**src/sv/cau_pkg.sv**
```systemverilog
// cau_pkg: shared types and defaults for the complex arithmetic unit
// no dependencies; imported by every module of the block
`default_nettype none

package cau_pkg;

  localparam int unsigned CAU_DATA_WIDTH  = 16;
  localparam int unsigned CAU_FRAC_BITS   = 8;
  localparam int unsigned CAU_QUEUE_DEPTH = 4;

  typedef enum logic [1:0] {
    CMD_ADD = 2'd0,
    CMD_SUB = 2'd1,
    CMD_MUL = 2'd2,
    CMD_DIV = 2'd3
  } cau_cmd_e;

  // classification handed from the front end to the back end
  typedef struct packed {
    cau_cmd_e cmd;
    logic     dz;
  } cau_ctrl_t;

  localparam int unsigned CAU_CTRL_W = $bits(cau_ctrl_t);

endpackage

`default_nettype wire

```
**src/sv/cau_front.sv**
```systemverilog
// cau_front: accepts operand transfers, forms products, sums and |b|^2
// and classifies the command; depends on cau_pkg
`default_nettype none

module cau_front
  import cau_pkg::*;
#(
  parameter int unsigned DATA_WIDTH = CAU_DATA_WIDTH
) (
  input  wire logic                         clk_i,
  input  wire logic                         rst_ni,
  input  wire logic                         in_valid_i,
  output logic                              in_ready_o,
  input  wire cau_cmd_e                     in_cmd_i,
  input  wire logic signed [DATA_WIDTH-1:0] in_ar_i,
  input  wire logic signed [DATA_WIDTH-1:0] in_ai_i,
  input  wire logic signed [DATA_WIDTH-1:0] in_br_i,
  input  wire logic signed [DATA_WIDTH-1:0] in_bi_i,
  output logic                              out_valid_o,
  input  wire logic                         out_ready_i,
  output cau_ctrl_t                         out_ctrl_o,
  output logic signed [2*DATA_WIDTH:0]      out_re_o,
  output logic signed [2*DATA_WIDTH:0]      out_im_o,
  output logic [2*DATA_WIDTH-1:0]           out_den_o
);

  localparam int unsigned PW = 2 * DATA_WIDTH;
  localparam int unsigned SW = PW + 1;

  // stage 1: multipliers and short sums
  logic                    v1_q;
  cau_cmd_e                cmd1_q;
  logic signed [PW-1:0]    p_rr_q, p_ii_q, p_ir_q, p_ri_q, p_bbr_q, p_bbi_q;
  logic signed [DATA_WIDTH:0] sum_re_q, sum_im_q;

  // stage 2: combined parts and classification
  logic                    v2_q;
  cau_ctrl_t               ctrl2_q, ctrl2_d;
  logic signed [SW-1:0]    re2_q, re2_d, im2_q, im2_d;
  logic [PW-1:0]           den2_q, den2_d;

  logic                    rdy1, rdy2;
  logic signed [SW-1:0]    rr, ii, ir, ri;

  assign rdy2       = !v2_q || out_ready_i;
  assign rdy1       = !v1_q || rdy2;
  assign in_ready_o = rdy1;

  assign rr = {p_rr_q[PW-1], p_rr_q};
  assign ii = {p_ii_q[PW-1], p_ii_q};
  assign ir = {p_ir_q[PW-1], p_ir_q};
  assign ri = {p_ri_q[PW-1], p_ri_q};

  always_comb begin
    re2_d = '0;
    im2_d = '0;
    unique case (cmd1_q)
      CMD_ADD, CMD_SUB: begin
        re2_d = {{DATA_WIDTH{sum_re_q[DATA_WIDTH]}}, sum_re_q};
        im2_d = {{DATA_WIDTH{sum_im_q[DATA_WIDTH]}}, sum_im_q};
      end
      CMD_MUL: begin
        re2_d = rr - ii;
        im2_d = ir + ri;
      end
      CMD_DIV: begin
        re2_d = rr + ii;
        im2_d = ir - ri;
      end
      default: begin
        re2_d = '0;
        im2_d = '0;
      end
    endcase
    den2_d      = $unsigned(p_bbr_q) + $unsigned(p_bbi_q);
    ctrl2_d.cmd = cmd1_q;
    ctrl2_d.dz  = (cmd1_q == CMD_DIV) && (den2_d == '0);
  end

  always_ff @(posedge clk_i or negedge rst_ni) begin
    if (!rst_ni) begin
      v1_q <= 1'b0;
      v2_q <= 1'b0;
    end else begin
      if (rdy1) begin
        v1_q <= in_valid_i;
      end
      if (rdy2) begin
        v2_q <= v1_q;
      end
    end
  end

  always_ff @(posedge clk_i) begin
    if (rdy1 && in_valid_i) begin
      cmd1_q   <= in_cmd_i;
      p_rr_q   <= in_ar_i * in_br_i;
      p_ii_q   <= in_ai_i * in_bi_i;
      p_ir_q   <= in_ai_i * in_br_i;
      p_ri_q   <= in_ar_i * in_bi_i;
      p_bbr_q  <= in_br_i * in_br_i;
      p_bbi_q  <= in_bi_i * in_bi_i;
      sum_re_q <= (in_cmd_i == CMD_SUB) ? in_ar_i - in_br_i : in_ar_i + in_br_i;
      sum_im_q <= (in_cmd_i == CMD_SUB) ? in_ai_i - in_bi_i : in_ai_i + in_bi_i;
    end
    if (rdy2 && v1_q) begin
      ctrl2_q <= ctrl2_d;
      re2_q   <= re2_d;
      im2_q   <= im2_d;
      den2_q  <= den2_d;
    end
  end

  assign out_valid_o = v2_q;
  assign out_ctrl_o  = ctrl2_q;
  assign out_re_o    = re2_q;
  assign out_im_o    = im2_q;
  assign out_den_o   = den2_q;

endmodule

`default_nettype wire

```
**config.mk**
```make
export PLATFORM = sky130hd
export DESIGN_NAME = cau_front
export DESIGN_NICKNAME = d
export VERILOG_FILES = /design/src/sv/cau_pkg.sv /design/src/sv/cau_front.sv
export SDC_FILE = /design/constraint.sdc
export NUM_CORES = 2
export LEC_CHECK = 0
export BUFFER_PORTS_ARGS = -buffer_cell sky130_fd_sc_hd__buf_2
export CORE_MARGIN = 4
export CORE_UTILIZATION = 55
export DETAILED_ROUTE_END_ITERATION = 8
export GPL_TIMING_DRIVEN = 0
export PLACE_DENSITY = 0.75
export SLEW_MARGIN = 10
export SYNTH_ARGS = -nofsm -noshare
export SYNTH_HDL_FRONTEND = slang
export SYNTH_SLANG_ARGS = --single-unit
```
**constraint.sdc**
```tcl
create_clock -name clk_i -period 6.9 [get_ports clk_i]
set_clock_uncertainty 0.15 [all_clocks]
set_input_delay 1.035 -clock clk_i [delete_from_list [all_inputs] [get_ports clk_i]]
set_output_delay 1.035 -clock clk_i [all_outputs]
set_load 0.02 [all_outputs]
```
==> out/summary.log <==
[hold_path] classification of the worst-slack hold path primary input to asynchronous set/reset pin
[floorplanning] vertical extent of the die 377 um
[sta] post-route worst setup slack -0.232 ns
[critical_path] Worst R2R Setup Slack 0.51 ns
[route] Routed WL per cell 27.1 um
[grt] gr ovfl total 0
[yosys] synth warn 0
[route] First DRT Iteration DRCs 5623
[clocking] clock latency on the worst-skew pair 0.66 ns
[route] detailed-routing iteration count for the pre-antenna-repair pass 8
[cells_and_area] share of cells above drive strength 1 13.9%
[yosys] cell accounting for the most synthesized area sky130_fd_sc_hd__fa_1
[route] detailed-route wire length 273000 um
[floorplanning] area of the core region 0.135 mm2
[route] Vias/cell 5.81
[floorplanning] die width 377 um
[place] RD Place Congestion 1.08
[grt] number of global-route vias before repair 61300
[clocking] clock tree from TritonCTS done
[yosys] gate count of the mapped netlist 7793
[floorplanning] Die Footprint 0.142 mm2
[grt] global-route total usage across every layer 38.8%
[yosys] most frequent cell after synthesis sky130_fd_sc_hd__inv_1
[critical_path] worst path required time 7.15 ns
[yosys] post-synthesis cell area 0.0749 mm2
[cells_and_area] Final #Nets 10500
[critical_path] Largest stage delay, worst path 0.57 ns
[clocking] Root Buffer Master sky130_fd_sc_hd__clkbuf_16
[clocking] number of buffers added to fix hold violations after cts 0
[yosys] share of the synthesized area in the top cell type 40.6%
[clocking] clock slew at reported path FFs 0.06 ns
[yosys] flip-flop and latch count after synthesis 329
[clocking] cts bufs inserted 43
[grt] first-pass GRT wire length 398000 um
[outcome] result of the run complete, but fails checks
[critical_path] cell class contributing the biggest share of worst-path delay adder cells
[grt] number of antenna violations at the first check in global routing 42
[critical_path] critical path class primary input to register
[route] Detail Route Antenna Nets 0
[cells_and_area] Final Util 64.5%
[outcome] violated checks negative setup slack
[sta] minimum clock period after layout 7.13 ns
[floorplanning] number of I/O pins 173
[yosys] largest cells by area after synthesis sky130_fd_sc_hd__fa_1 41%, sky130_fd_sc_hd__edfxtp_1 13%, sky130_fd_sc_hd__ha_1 11%, sky130_fd_sc_hd__inv_1 9.2%, sky130_fd_sc_hd__and2_1 4.4%
[critical_path] largest fanout on the critical path 6
[clocking] CTS max path bufs 3
[sta] slew at the pin closest to its max-slew limit 1.19 ns
[critical_path] category of the worst setup path capture point register
[yosys] synth unique cells 77
[critical_path] Setup crit start kind primary input
[sta] upper clock frequency limit 140 MHz
[place] port buffer count 167
[place] Detailed Place HPWL 216000 um
[critical_path] worst path bufs/invs 7
[critical_path] CP max-delay cell sky130_fd_sc_hd__fa_1
[route] number of remaining DRC errors 0
[yosys] dominant synthesized flop cell sky130_fd_sc_hd__edfxtp_1
[critical_path] Critical path origin in_bi_i[14]
[floorplanning] initial cell density of the core 55.3%
[yosys] Post-synth EDFFs 327
[critical_path] R2R Path End out_im_o[32]
[sta] Max Slew Vio Count 0
[yosys] Post-synth top cells 1839 x sky130_fd_sc_hd__inv_1, 1518 x sky130_fd_sc_hd__fa_1, 739 x sky130_fd_sc_hd__nand2_1
[sta] setup-violating endpoint count in the final report 7
[clocking] H-tree Lvls 2
[clocking] number of clock sinks seen by CTS 329
[yosys] sequential share of the synthesized area 13.2%
[yosys] share of synthesized registers carrying an async set or reset 0.608%
[sta] part of the cycle the worst path needs 103%
[critical_path] Critical Path, Cell by Cell buf_4 > clkbuf_16 > buf_12 > buf_4 > nand2_1 > fa_1 > inv_1 > fa_1 > fa_1 > fa_1 > fa_1 > inv_1 > fa_1 > inv_1 > ha_1 > and4_1 > a221o_1 > or3_4 > o311a_1 > o21a_1 > o21a_1 > mux2i_1 > nand2_1
[yosys] Synth Net Count 10000
[sta] Rel. slew slack 20.0%
[sta] final number of hold-violating endpoints 0
[yosys] Mean Syn Cell Area 9.61 um2
[floorplanning] row count 135
[critical_path] CP dominant cell by count sky130_fd_sc_hd__fa_1
[critical_path] origin of the critical flop-to-flop path cmd1_q[1]
[grt] maximum number of pins on one net before global-route repair 64
[critical_path] R2R cell count 16
[critical_path] worst endpoint data arrival time 7.38 ns
[route] Via Count 58600
[job] max cap viols 0
[cells_and_area] Area Growth Syn to Fin 16.6%
[sta] setup repair after global routing missed its margin yes
==> worst reg2reg max path, delay by kind of cell (launching register included) <==
kind | cells | cell delay (ns)
muxes | 1 | 0.34
DFF | 1 | 0.35
buffers and inverters | 3 | 1.85
and+or+nand+nor | 2 | 0.43
AOI/OAI and AO/OA | 9 | 2.51
adders and majority gates | 1 | 0.50
==> timing repair <==
item / in CTS / in global routing
buffers inserted: 148 / 107
resized for setup: 898 / 410
setup endpoints to repair: 102 / 45
pin swaps: 146 / 196
gates cloned: 1 / 0
==> flip-flops by register name (all words and copies together) (netlist names) <==
signal       flops
p_bbi_q         31
out_im_o        33
p_ir_q          32
sum_im_q        17
p_ii_q          32
p_ri_q          32
out_ctrl_o       3
sum_re_q        17
out_den_o       32
p_rr_q          32
v1_q             1
out_valid_o      1
cmd1_q           2
out_re_o        33
p_bbr_q         31
==> stage by stage <==
| stage | setup slack [ns] | TNS [ns] | hold WS [ns] | cells | instance area (um2) |
|---|---|---|---|---|---|
| 2_1_floorplan | -0.272 | -0.360 | 0.274 | 7793 | 75600 |
| 6_report | -0.232 | -0.464 | 0.0377 | 10100 | 87300 |
| 5_1_grt | -0.336 | -1.30 | 0.0257 | 10100 | 87200 |
| 4_1_cts | -0.121 | -0.449 | 0.00929 | 9964 | 85300 |
| 3_5_place_dp | -3.12 | -165.42 | 0.293 | 9746 | 78800 |
| 3_3_place_gp | -3.11 | -168.79 | 0.279 | 9741 | 78600 |
==> layout make-up <==
type                       instances  area (um2)
clock buffer                      48        1100
timing repair buffer             424        3580
inverter                        1850        7040
antenna                           30        75.1
tap                             1781        2230
buffer                           274        4130
fill                           10700       48000
sequential                       329        9870
multi-input combinational       5324       58900
clock inverter                    31         317
==> how the worst max path moves through the flow <==
stage                              to  slack, ns  cells past startpoint
after global routing      p_bbi_q[30]      -0.34                     25
after global placement     p_ir_q[29]      -3.11                     22
after detailed placement   p_ir_q[29]      -3.12                     23
after floorplan           p_bbi_q[30]      -0.27                     26
after CTS                 p_bbi_q[30]      -0.12                     26
final                     p_bbi_q[30]      -0.23                     23
==> layer usage <==
metal	vias up	GRT usage, %	wire length, um
li1	24800	-	-
met1	29400	48.3	96500
met2	3470	57.9	118000
met3	974	12.7	34000
met4	32	26.1	23900
met5	-	0.686	418
==> layout by cell type (no fill, tap or decap), types with 24 or more instances in the layout <==
| cell type | count |
|---|---|
| sky130_fd_sc_hd__nor2_1 | 307 |
| sky130_fd_sc_hd__buf_2 | 115 |
| sky130_fd_sc_hd__nand2_1 | 714 |
| sky130_fd_sc_hd__a31oi_1 | 28 |
| sky130_fd_sc_hd__buf_12 | 43 |
| sky130_fd_sc_hd__and2_1 | 501 |
| sky130_fd_sc_hd__xor2_1 | 90 |
| sky130_fd_sc_hd__nand3_1 | 48 |
| sky130_fd_sc_hd__buf_6 | 55 |
| sky130_fd_sc_hd__clkbuf_1 | 28 |
| sky130_fd_sc_hd__fa_1 | 1471 |
| sky130_fd_sc_hd__nor2b_1 | 34 |
| sky130_fd_sc_hd__a21o_1 | 120 |
| sky130_fd_sc_hd__ha_4 | 34 |
| sky130_fd_sc_hd__fa_2 | 47 |
| sky130_fd_sc_hd__buf_4 | 254 |
| sky130_fd_sc_hd__a21oi_1 | 208 |
| sky130_fd_sc_hd__buf_8 | 40 |
| sky130_fd_sc_hd__inv_1 | 1801 |
| sky130_fd_sc_hd__nand2b_1 | 46 |
| sky130_fd_sc_hd__clkbuf_16 | 124 |
| sky130_fd_sc_hd__clkbuf_8 | 45 |
| sky130_fd_sc_hd__edfxtp_1 | 327 |
| sky130_fd_sc_hd__o21ai_0 | 109 |
| sky130_fd_sc_hd__o21bai_1 | 42 |
| sky130_fd_sc_hd__nor3_1 | 55 |
| sky130_fd_sc_hd__inv_2 | 34 |
| sky130_fd_sc_hd__o21a_1 | 43 |
| sky130_fd_sc_hd__ha_1 | 603 |
| sky130_fd_sc_hd__xnor2_1 | 310 |
| sky130_fd_sc_hd__and2_4 | 24 |
| sky130_fd_sc_hd__diode_2 | 30 |
==> cell families after synthesis <==
| kind of cell | synth area share [%] |
|---|---|
| buf+inv | 10.7 |
| xor+xnor | 4.95 |
| compound gates | 6.98 |
| flops | 13.2 |
| mux | 0.440 |
| simple gates | 12.3 |
| fa+ha+maj | 51.4 |
Power is left out: the tool's default activity adds up to more than one toggle a clock period on the data nets, which glitch-free logic cannot reach.
