**config.mk**
```make
export PLATFORM = sky130hd
export DESIGN_NAME = cau_fifo
export DESIGN_NICKNAME = d
export VERILOG_FILES = /design/src/sv/cau_pkg.sv /design/src/sv/cau_fifo.sv
export SDC_FILE = /design/constraint.sdc
export NUM_CORES = 1
export LEC_CHECK = 0
export BUFFER_PORTS_ARGS = -buffer_cell sky130_fd_sc_hd__buf_2
export CAP_MARGIN = 20
export CORE_MARGIN = 8
export CORE_UTILIZATION = 40
export CTS_BUF_LIST = sky130_fd_sc_hd__clkbuf_8
export DETAILED_ROUTE_END_ITERATION = 16
export HOLD_SLACK_MARGIN = 0.1
export SLEW_MARGIN = 20
export SYNTH_ARGS = -nofsm -noshare
export SYNTH_HDL_FRONTEND = slang
export SYNTH_SLANG_ARGS = --single-unit
```
**constraint.sdc**
```tcl
create_clock -name clk_i -period 2.41 [get_ports clk_i]
set_input_delay 0.3615 -clock clk_i [delete_from_list [all_inputs] [get_ports clk_i]]
set_output_delay 0.3615 -clock clk_i [all_outputs]
set_load 0.03 [all_outputs]
```
**src/sv/cau_pkg.sv**
```systemverilog
// cau_pkg: shared types and defaults for the complex arithmetic unit
// no dependencies; imported by every module of the block
`default_nettype none

package cau_pkg;

  localparam int unsigned CAU_DATA_WIDTH  = 16;
  localparam int unsigned CAU_FRAC_BITS   = 8;
  localparam int unsigned CAU_QUEUE_DEPTH = 4;

  typedef enum logic [1:0] {
    CMD_ADD = 2'd0,
    CMD_SUB = 2'd1,
    CMD_MUL = 2'd2,
    CMD_DIV = 2'd3
  } cau_cmd_e;

  // classification handed from the front end to the back end
  typedef struct packed {
    cau_cmd_e cmd;
    logic     dz;
  } cau_ctrl_t;

  localparam int unsigned CAU_CTRL_W = $bits(cau_ctrl_t);

endpackage

`default_nettype wire

```
**src/sv/cau_fifo.sv**
```systemverilog
// cau_fifo: small flop-based queue between front end and back end
// depends on cau_pkg for the default depth
`default_nettype none

module cau_fifo
  import cau_pkg::*;
#(
  parameter int unsigned WIDTH = 8,
  parameter int unsigned DEPTH = CAU_QUEUE_DEPTH
) (
  input  wire logic             clk_i,
  input  wire logic             rst_ni,
  input  wire logic             in_valid_i,
  output logic                  in_ready_o,
  input  wire logic [WIDTH-1:0] in_data_i,
  output logic                  out_valid_o,
  input  wire logic             out_ready_i,
  output logic [WIDTH-1:0]      out_data_o
);

  localparam int unsigned AW = (DEPTH > 1) ? $clog2(DEPTH) : 1;
  localparam int unsigned CW = $clog2(DEPTH + 1);

  logic [WIDTH-1:0] mem_q [DEPTH];
  logic [AW-1:0]    wr_ptr_q, wr_ptr_d;
  logic [AW-1:0]    rd_ptr_q, rd_ptr_d;
  logic [CW-1:0]    cnt_q, cnt_d;
  logic             push, pop;

  assign in_ready_o  = (cnt_q != CW'(DEPTH));
  assign out_valid_o = (cnt_q != '0);
  assign out_data_o  = mem_q[rd_ptr_q];
  assign push        = in_valid_i && in_ready_o;
  assign pop         = out_valid_o && out_ready_i;

  always_comb begin
    wr_ptr_d = wr_ptr_q;
    rd_ptr_d = rd_ptr_q;
    cnt_d    = cnt_q;
    if (push) begin
      wr_ptr_d = (wr_ptr_q == AW'(DEPTH - 1)) ? '0 : wr_ptr_q + AW'(1);
    end
    if (pop) begin
      rd_ptr_d = (rd_ptr_q == AW'(DEPTH - 1)) ? '0 : rd_ptr_q + AW'(1);
    end
    if (push && !pop) begin
      cnt_d = cnt_q + CW'(1);
    end else if (pop && !push) begin
      cnt_d = cnt_q - CW'(1);
    end
  end

  always_ff @(posedge clk_i or negedge rst_ni) begin
    if (!rst_ni) begin
      wr_ptr_q <= '0;
      rd_ptr_q <= '0;
      cnt_q    <= '0;
    end else begin
      wr_ptr_q <= wr_ptr_d;
      rd_ptr_q <= rd_ptr_d;
      cnt_q    <= cnt_d;
    end
  end

  always_ff @(posedge clk_i) begin
    if (push) begin
      mem_q[wr_ptr_q] <= in_data_i;
    end
  end

endmodule

`default_nettype wire

```
==> impl_metrics.csv, run 1 <==
group,metric,value,unit
place,dp.cells,147,
cts,clock-root-buffer,"clkbuf_8",
floorplanning,die_w,79.1,um
yosys,synth-async-reset-ratio,17.9,%
cts,clkLatencyLatePin,0.29,ns
yosys,ys_seq_elements,39,
setup_path,worstPathMaxFanout,4,
cts,cts_buffer_depth,2,
setup_path,start_kind,"flop",
finish,fin_cells,156,
place,place_hpwl,1800,um
routing,drc_errors,0,
timing,skew,0.00593,ns
setup_path,rrSetupSlack,0.23,ns
setup_path,required,2.62,ns
yosys,syn_nets,97,
yosys,yosys.area_share.xor_xnor,1.65,%
floorplanning,die_h,79.1,um
pwr,comb_power_share,34.8,%
pwr,p_sw_share,34.4,%
timing,post-route-min-period,2.18,ns
timing,finalCritPeriodShare,90.5,%
routing,vias,770,
routing,first_iter_violations,34,
routing,viasPerCell,4.94,
yosys,synthMuxAreaShare,15.3,%
timing,fin_setup_tns,0,ns
pwr,seq_power_share,43.4,%
yosys,synth_ff_type,"edfxtp_1",
yosys,synth_common_cells,"edfxtp_1 (32), mux4_2 (8), dfrtp_1 (7), ha_1 (6), and3_2 (4)",
cts,cts_max_level,2,
pwr,power.share.clock,21.8,%
grt,grt_first_pass_wirelength,4150,um
cts,path_clk_slew,0.08,ns
routing,wl,2660,um
yosys,synth_top_family_by_area,"multiplexers",
grt,antenna_found_initial,0,
cts,cts_made_buffers,5,
pwr,switchingPower,846,uW
timing,rsz0062_at_grt,"false",
yosys,synth_top_cell_by_area,"edfxtp_1",
setup_path,arrival,2.39,ns
timing,fmax,458,MHz
grt,track_usage,9.02,%
finish,area_delta_synth_final,17.7,%
yosys,synth-simple-area-share,4.55,%
timing,slew_viol_final,0,
routing,ant_nets,0,
grt,grt_max_degree,14,
yosys,syn_area,1590,um^2
yosys,ys_types,18,
timing,relSlewSlack,59.9,%
yosys,ys.warnings.count,0,
hold_path,min_path_type,"input pin to flop",
yosys,yosys.cell_count.top_type,"edfxtp_1",
yosys,synth_compound_area_share,0,%
routing,dr.pass1.iters,4,
floorplanning,num_io_pins,22,
place,io_buffer_count,21,
floorplanning,fp-row-count,23,
pwr,vdd_ir_drop_max,0.000493,V
timing,hold_viol_final,0,
floorplanning,start_util,40.7,%
finish,diodes,0,
floorplanning,core,3910,um^2
outcome,status,"complete, no violations",
grt,grt_pass1_vias,785,
yosys,synth_area_leaders,"edfxtp_1 (60%), mux4_2 (11%), dfrtp_1 (11%), ha_1 (4.7%), mux2_2 (2.1%)",
yosys,synthCells,78,
flow_run,max-cap-violations,0,
floorplanning,dieArea,6260,um^2
grt,grt.overflow.total,0,
timing,setup_viol,0,
cts,cts_sinks,39,
pwr,power_density,1310,nW/um^2
yosys,ys_seq_area_share,71.3,%
finish,drive_gt1_share,46.2,%
timing,worstMarginPinSlew,0.602,ns
cts,post_cts_resize_count,0,
cts,cts_tree,"done",
pwr,p_int,1.61,mW
yosys,synth_top_area_share,60.3,%
yosys,synth_edf_count,32,
yosys,synth.avg_cell_area,20.4,um^2
routing,post_drt_wl_per_cell,17.1,um
place,gp_routability_congestion,0.675,
setup_path,crit_type,"flop to flop",
setup_path,crit_path_end_kind,"flop",
yosys,synthAdderAreaFrac,5.97,%
finish,finalNetCount,124,
pwr,cellLeakagePower,0.715,nW
## layer usage
metal | wire length [um] | up-vias | track usage [%] | part of all wire, %
met4 | 10 | 0 | 3.33 | 0.38
met5 | 0 | - | 0 | 0
met2 | 1300 | 19 | 14.3 | 49
met1 | 1240 | 394 | 10.9 | 47
li1 | - | 355 | - | -
met3 | 114 | 2 | 3.50 | 4.3
## repair_timing
action                    in CTS  in global routing
hold buffers                   1                  0
hold endpoints to repair       7                  0
setup buffers                  0                  0
## cell type report
type | instances | area [um^2]
fillers | 362 | 2040
flip-flops and latches | 39 | 1140
inverters | 3 | 11.3
clock buffers | 5 | 68.8
repair buffers | 22 | 115
multi-input cells | 34 | 438
well taps | 50 | 62.6
clock inverters | 3 | 43.8
## state kept, by name, summed over array words and instances, names as in the netlist
register  cells
rd_ptr_q      2
cnt_q         3
mem_q        32
wr_ptr_q      2
## cells by family (layout without fill, tap and decap cells)
group         after synthesis  in the layout
simple gates               11             11
mux                        13             13
fa+ha+maj                   7              7
flops                      39             39
xor+xnor                    3              3
buf+inv                     5             33
## power groups by stage
stage / Combinational (mW) / Sequential, mW / Clock [mW]
after floorplan: 0.733 / 0.986 / 0
after global placement: 0.861 / 1.08 / 0
after detailed placement: 0.872 / 1.09 / 0
after CTS: 0.872 / 1.08 / 0.549
after global routing: 0.926 / 1.10 / 0.572
final: 0.854 / 1.07 / 0.536
## worst paths after layout
check,startpoint,end,cells past startpoint
worst max-delay path,cnt_q[0],cnt_q[2],8
worst min-delay path,in_data_i[2],mem_q[0][2],1
worst max register to register,cnt_q[0],cnt_q[2],8
worst min register to register,cnt_q[2],cnt_q[2],1
max in group asynchronous,rst_ni,wr_ptr_q[0],2
min in group asynchronous,rst_ni,cnt_q[0],2
## placed cells by master, fill, tap and decap left out, types with 2 or more instances in the layout
cell / Yosys / final
dfrtp_1: 7 / 7
and3_2: 4 / 4
mux2_4: 2 / 2
clkbuf_8: 0 / 5
ha_1: 6 / 6
buf_2: 1 / 21
xor2_1: 2 / 2
edfxtp_1: 32 / 32
inv_1: 3 / 3
nor2_1: 3 / 3
mux2_2: 3 / 3
mux4_2: 8 / 8
## per-stage QoR
stage / hold WS, ns / power [mW] / setup slack (ns) / instance area (um^2) / utilization, %
after floorplan: 0.0659 / 1.72 / 0.215 / 1590 / -
after global placement: 0.205 / 1.94 / 0.271 / 1750 / 44.8
after detailed placement: 0.205 / 1.96 / 0.219 / 1750 / 44.8
after CTS: 0.279 / 2.50 / 0.194 / 1880 / 47.9
after global routing: 0.276 / 2.60 / 0.0803 / 1880 / 47.9
final: 0.286 / 2.46 / 0.228 / 1880 / 47.9
## critical path, cell delays in order, from the launching register on
cell	delay, ns
dfrtp_1	0.43
or3_2	0.48
nand2_1	0.15
ha_1	0.20
inv_1	0.06
fa_1	0.38
xor2_1	0.15
nor2_1	0.11
xor2_1	0.14
Note: power is estimated with default switching activity, not from simulation.
==> inputs of run 2 (changes only) <==
--- a/config.mk
+++ b/config.mk
@@ -12,6 +12,7 @@
 export CTS_BUF_LIST = sky130_fd_sc_hd__clkbuf_8
 export DETAILED_ROUTE_END_ITERATION = 16
 export HOLD_SLACK_MARGIN = 0.1
+export PLACE_DENSITY_LB_ADDON = 0.05
 export SLEW_MARGIN = 20
 export SYNTH_ARGS = -nofsm -noshare
 export SYNTH_HDL_FRONTEND = slang
==> impl_metrics.csv, run 2 (same netlist as run 1, synthesis figures left out) <==
group,metric,value,unit
grt,antenna_found_initial,0,
place,place_hpwl,1820,um
floorplanning,die_h,79.1,um
routing,dr.pass1.iters,4,
place,io_buffer_count,21,
cts,clock-root-buffer,"clkbuf_8",
pwr,comb_power_share,36.9,%
timing,setup_viol,0,
timing,post-route-min-period,2.17,ns
grt,track_usage,8.61,%
grt,grt.overflow.total,0,
finish,finalNetCount,124,
setup_path,reg2reg_depth,8,
finish,n_fill_cell,367,
finish,diodes,0,
routing,wl,2540,um
timing,worstMarginPinSlew,0.616,ns
finish,drive_gt1_share,44.8,%
pwr,switchingPower,819,uW
cts,cts_made_buffers,5,
cts,cts_sinks,39,
pwr,seq_power_share,45.9,%
floorplanning,dieArea,6260,um^2
setup_path,start_kind,"flop",
cts,cts_tree,"done",
place,gp_routability_congestion,0.752,
timing,rsz0062_at_grt,"false",
timing,hold_viol_final,0,
setup_path,required,2.62,ns
finish,fin_cells,155,
floorplanning,start_util,40.7,%
timing,fin_setup_tns,0,ns
routing,ant_nets,0,
pwr,p_sw_share,35.4,%
pwr,cellLeakagePower,0.698,nW
routing,first_iter_violations,67,
finish,final_cell_mix,"edfxtp_1 (32), buf_2 (21), mux4_2 (8), dfrtp_1 (7), ha_1 (6)",
hold_path,holdPathStages,1,
finish,multi_input_area,438,um^2
floorplanning,fp-row-count,23,
routing,post_drt_wl_per_cell,16.4,um
routing,viasPerCell,4.83,
timing,fmax,460,MHz
cts,clkLatencyLatePin,0.28,ns
timing,relSlewSlack,58.9,%
cts,path_clk_slew,0.07,ns
finish,largest-register,"mem_q",
timing,skew,0.00163,ns
finish,regArea,1140,um^2
setup_path,arrival,2.38,ns
cts,cts_buffer_depth,2,
pwr,power_density,1260,nW/um^2
finish,largest_reg_flops,32,
finish,largest_registers,"mem_q (32), cnt_q (3)",
pwr,vdd_ir_drop_max,0.000602,V
finish,final_common_cell,"edfxtp_1",
routing,vias,749,
setup_path,crit_type,"flop to flop",
cts,post_cts_resize_count,0,
setup_path,rrSetupSlack,0.24,ns
timing,finalCritPeriodShare,90.1,%
hold_path,min_path_type,"input pin to flop",
flow_run,max-cap-violations,0,
grt,grt_pass1_vias,809,
setup_path,worstPathMaxFanout,4,
place,dp.cells,147,
routing,drc_errors,0,
finish,area_delta_synth_final,15.5,%
floorplanning,num_io_pins,22,
setup_path,crit_path_end_kind,"flop",
outcome,status,"complete, no violations",
floorplanning,die_w,79.1,um
floorplanning,core,3910,um^2
grt,grt_first_pass_wirelength,3950,um
cts,post_cts_buffers,0,
pwr,power.share.clock,17.2,%
pwr,p_int,1.50,mW
timing,slew_viol_final,0,
cts,cts_max_level,2,
grt,grt_max_degree,12,
-- run 2: worst max-delay path, cell delays in order, from the launching register on --
cell and delay (ns):
dfrtp_1 0.43, or3_2 0.47, nand2_1 0.15, ha_1 0.20
inv_1 0.06, fa_1 0.38, xor2_1 0.16, nor2_1 0.11
xor2_1 0.15
-- run 2: power groups by stage --
stage / logic (mW) / clock network, mW / registers (mW)
final: 0.854 / 0.398 / 1.06
after global routing: 0.924 / 0.432 / 1.09
after CTS: 0.873 / 0.405 / 1.07
after detailed placement: 0.872 / 0 / 1.08
after global placement: 0.857 / 0 / 1.08
after floorplan: 0.733 / 0 / 0.986
-- run 2: final cells by class --
| type | count | area share, % |
|---|---|---|
| clock buffers | 5 | 3.74 |
| inverters | 3 | 0.612 |
| multi-input cells | 34 | 23.8 |
| well taps | 50 | 3.40 |
| repair buffers | 22 | 6.25 |
| flip-flops and latches | 39 | 61.7 |
| clock inverters | 2 | 0.476 |
-- run 2: what timing repair did --
action	4_1_cts	5_1_grt
hold buffers	1	0
endpoints found under the setup margin	0	0
hold endpoints to repair	7	0
-- run 2: routing by layer --
| layer | vias up | routed length (um) | GRT usage, % |
|---|---|---|---|
| li1 | 354 | - | - |
| met1 | 373 | 1090 | 9.15 |
| met2 | 17 | 1260 | 14.2 |
| met3 | 5 | 133 | 3.05 |
| met4 | 0 | 64 | 5.56 |
| met5 | - | 0 | 0 |
-- run 2: through the flow --
step / power [mW] / setup WS [ns] / hold WS [ns] / utilization, % / instance area, um^2
6_report: 2.32 / 0.237 / 0.291 / 47.0 / 1840
5_1_grt: 2.45 / 0.0588 / 0.282 / 47.0 / 1840
4_1_cts: 2.35 / 0.200 / 0.288 / 47.0 / 1840
3_5_place_dp: 1.96 / 0.241 / 0.204 / 44.8 / 1750
3_3_place_gp: 1.94 / 0.252 / 0.202 / 44.8 / 1750
2_1_floorplan: 1.72 / 0.215 / 0.0659 / - / 1590
-- run 2: path summary, 6_finish.rpt --
path,endpoint,startpoint
worst max register to register,cnt_q[2],cnt_q[0]
worst min register to register,cnt_q[2],cnt_q[2]
worst max-delay path,cnt_q[2],cnt_q[0]
worst min-delay path,mem_q[3][5],in_data_i[5]
max in group asynchronous,rd_ptr_q[1],rst_ni
min in group asynchronous,cnt_q[2],rst_ni
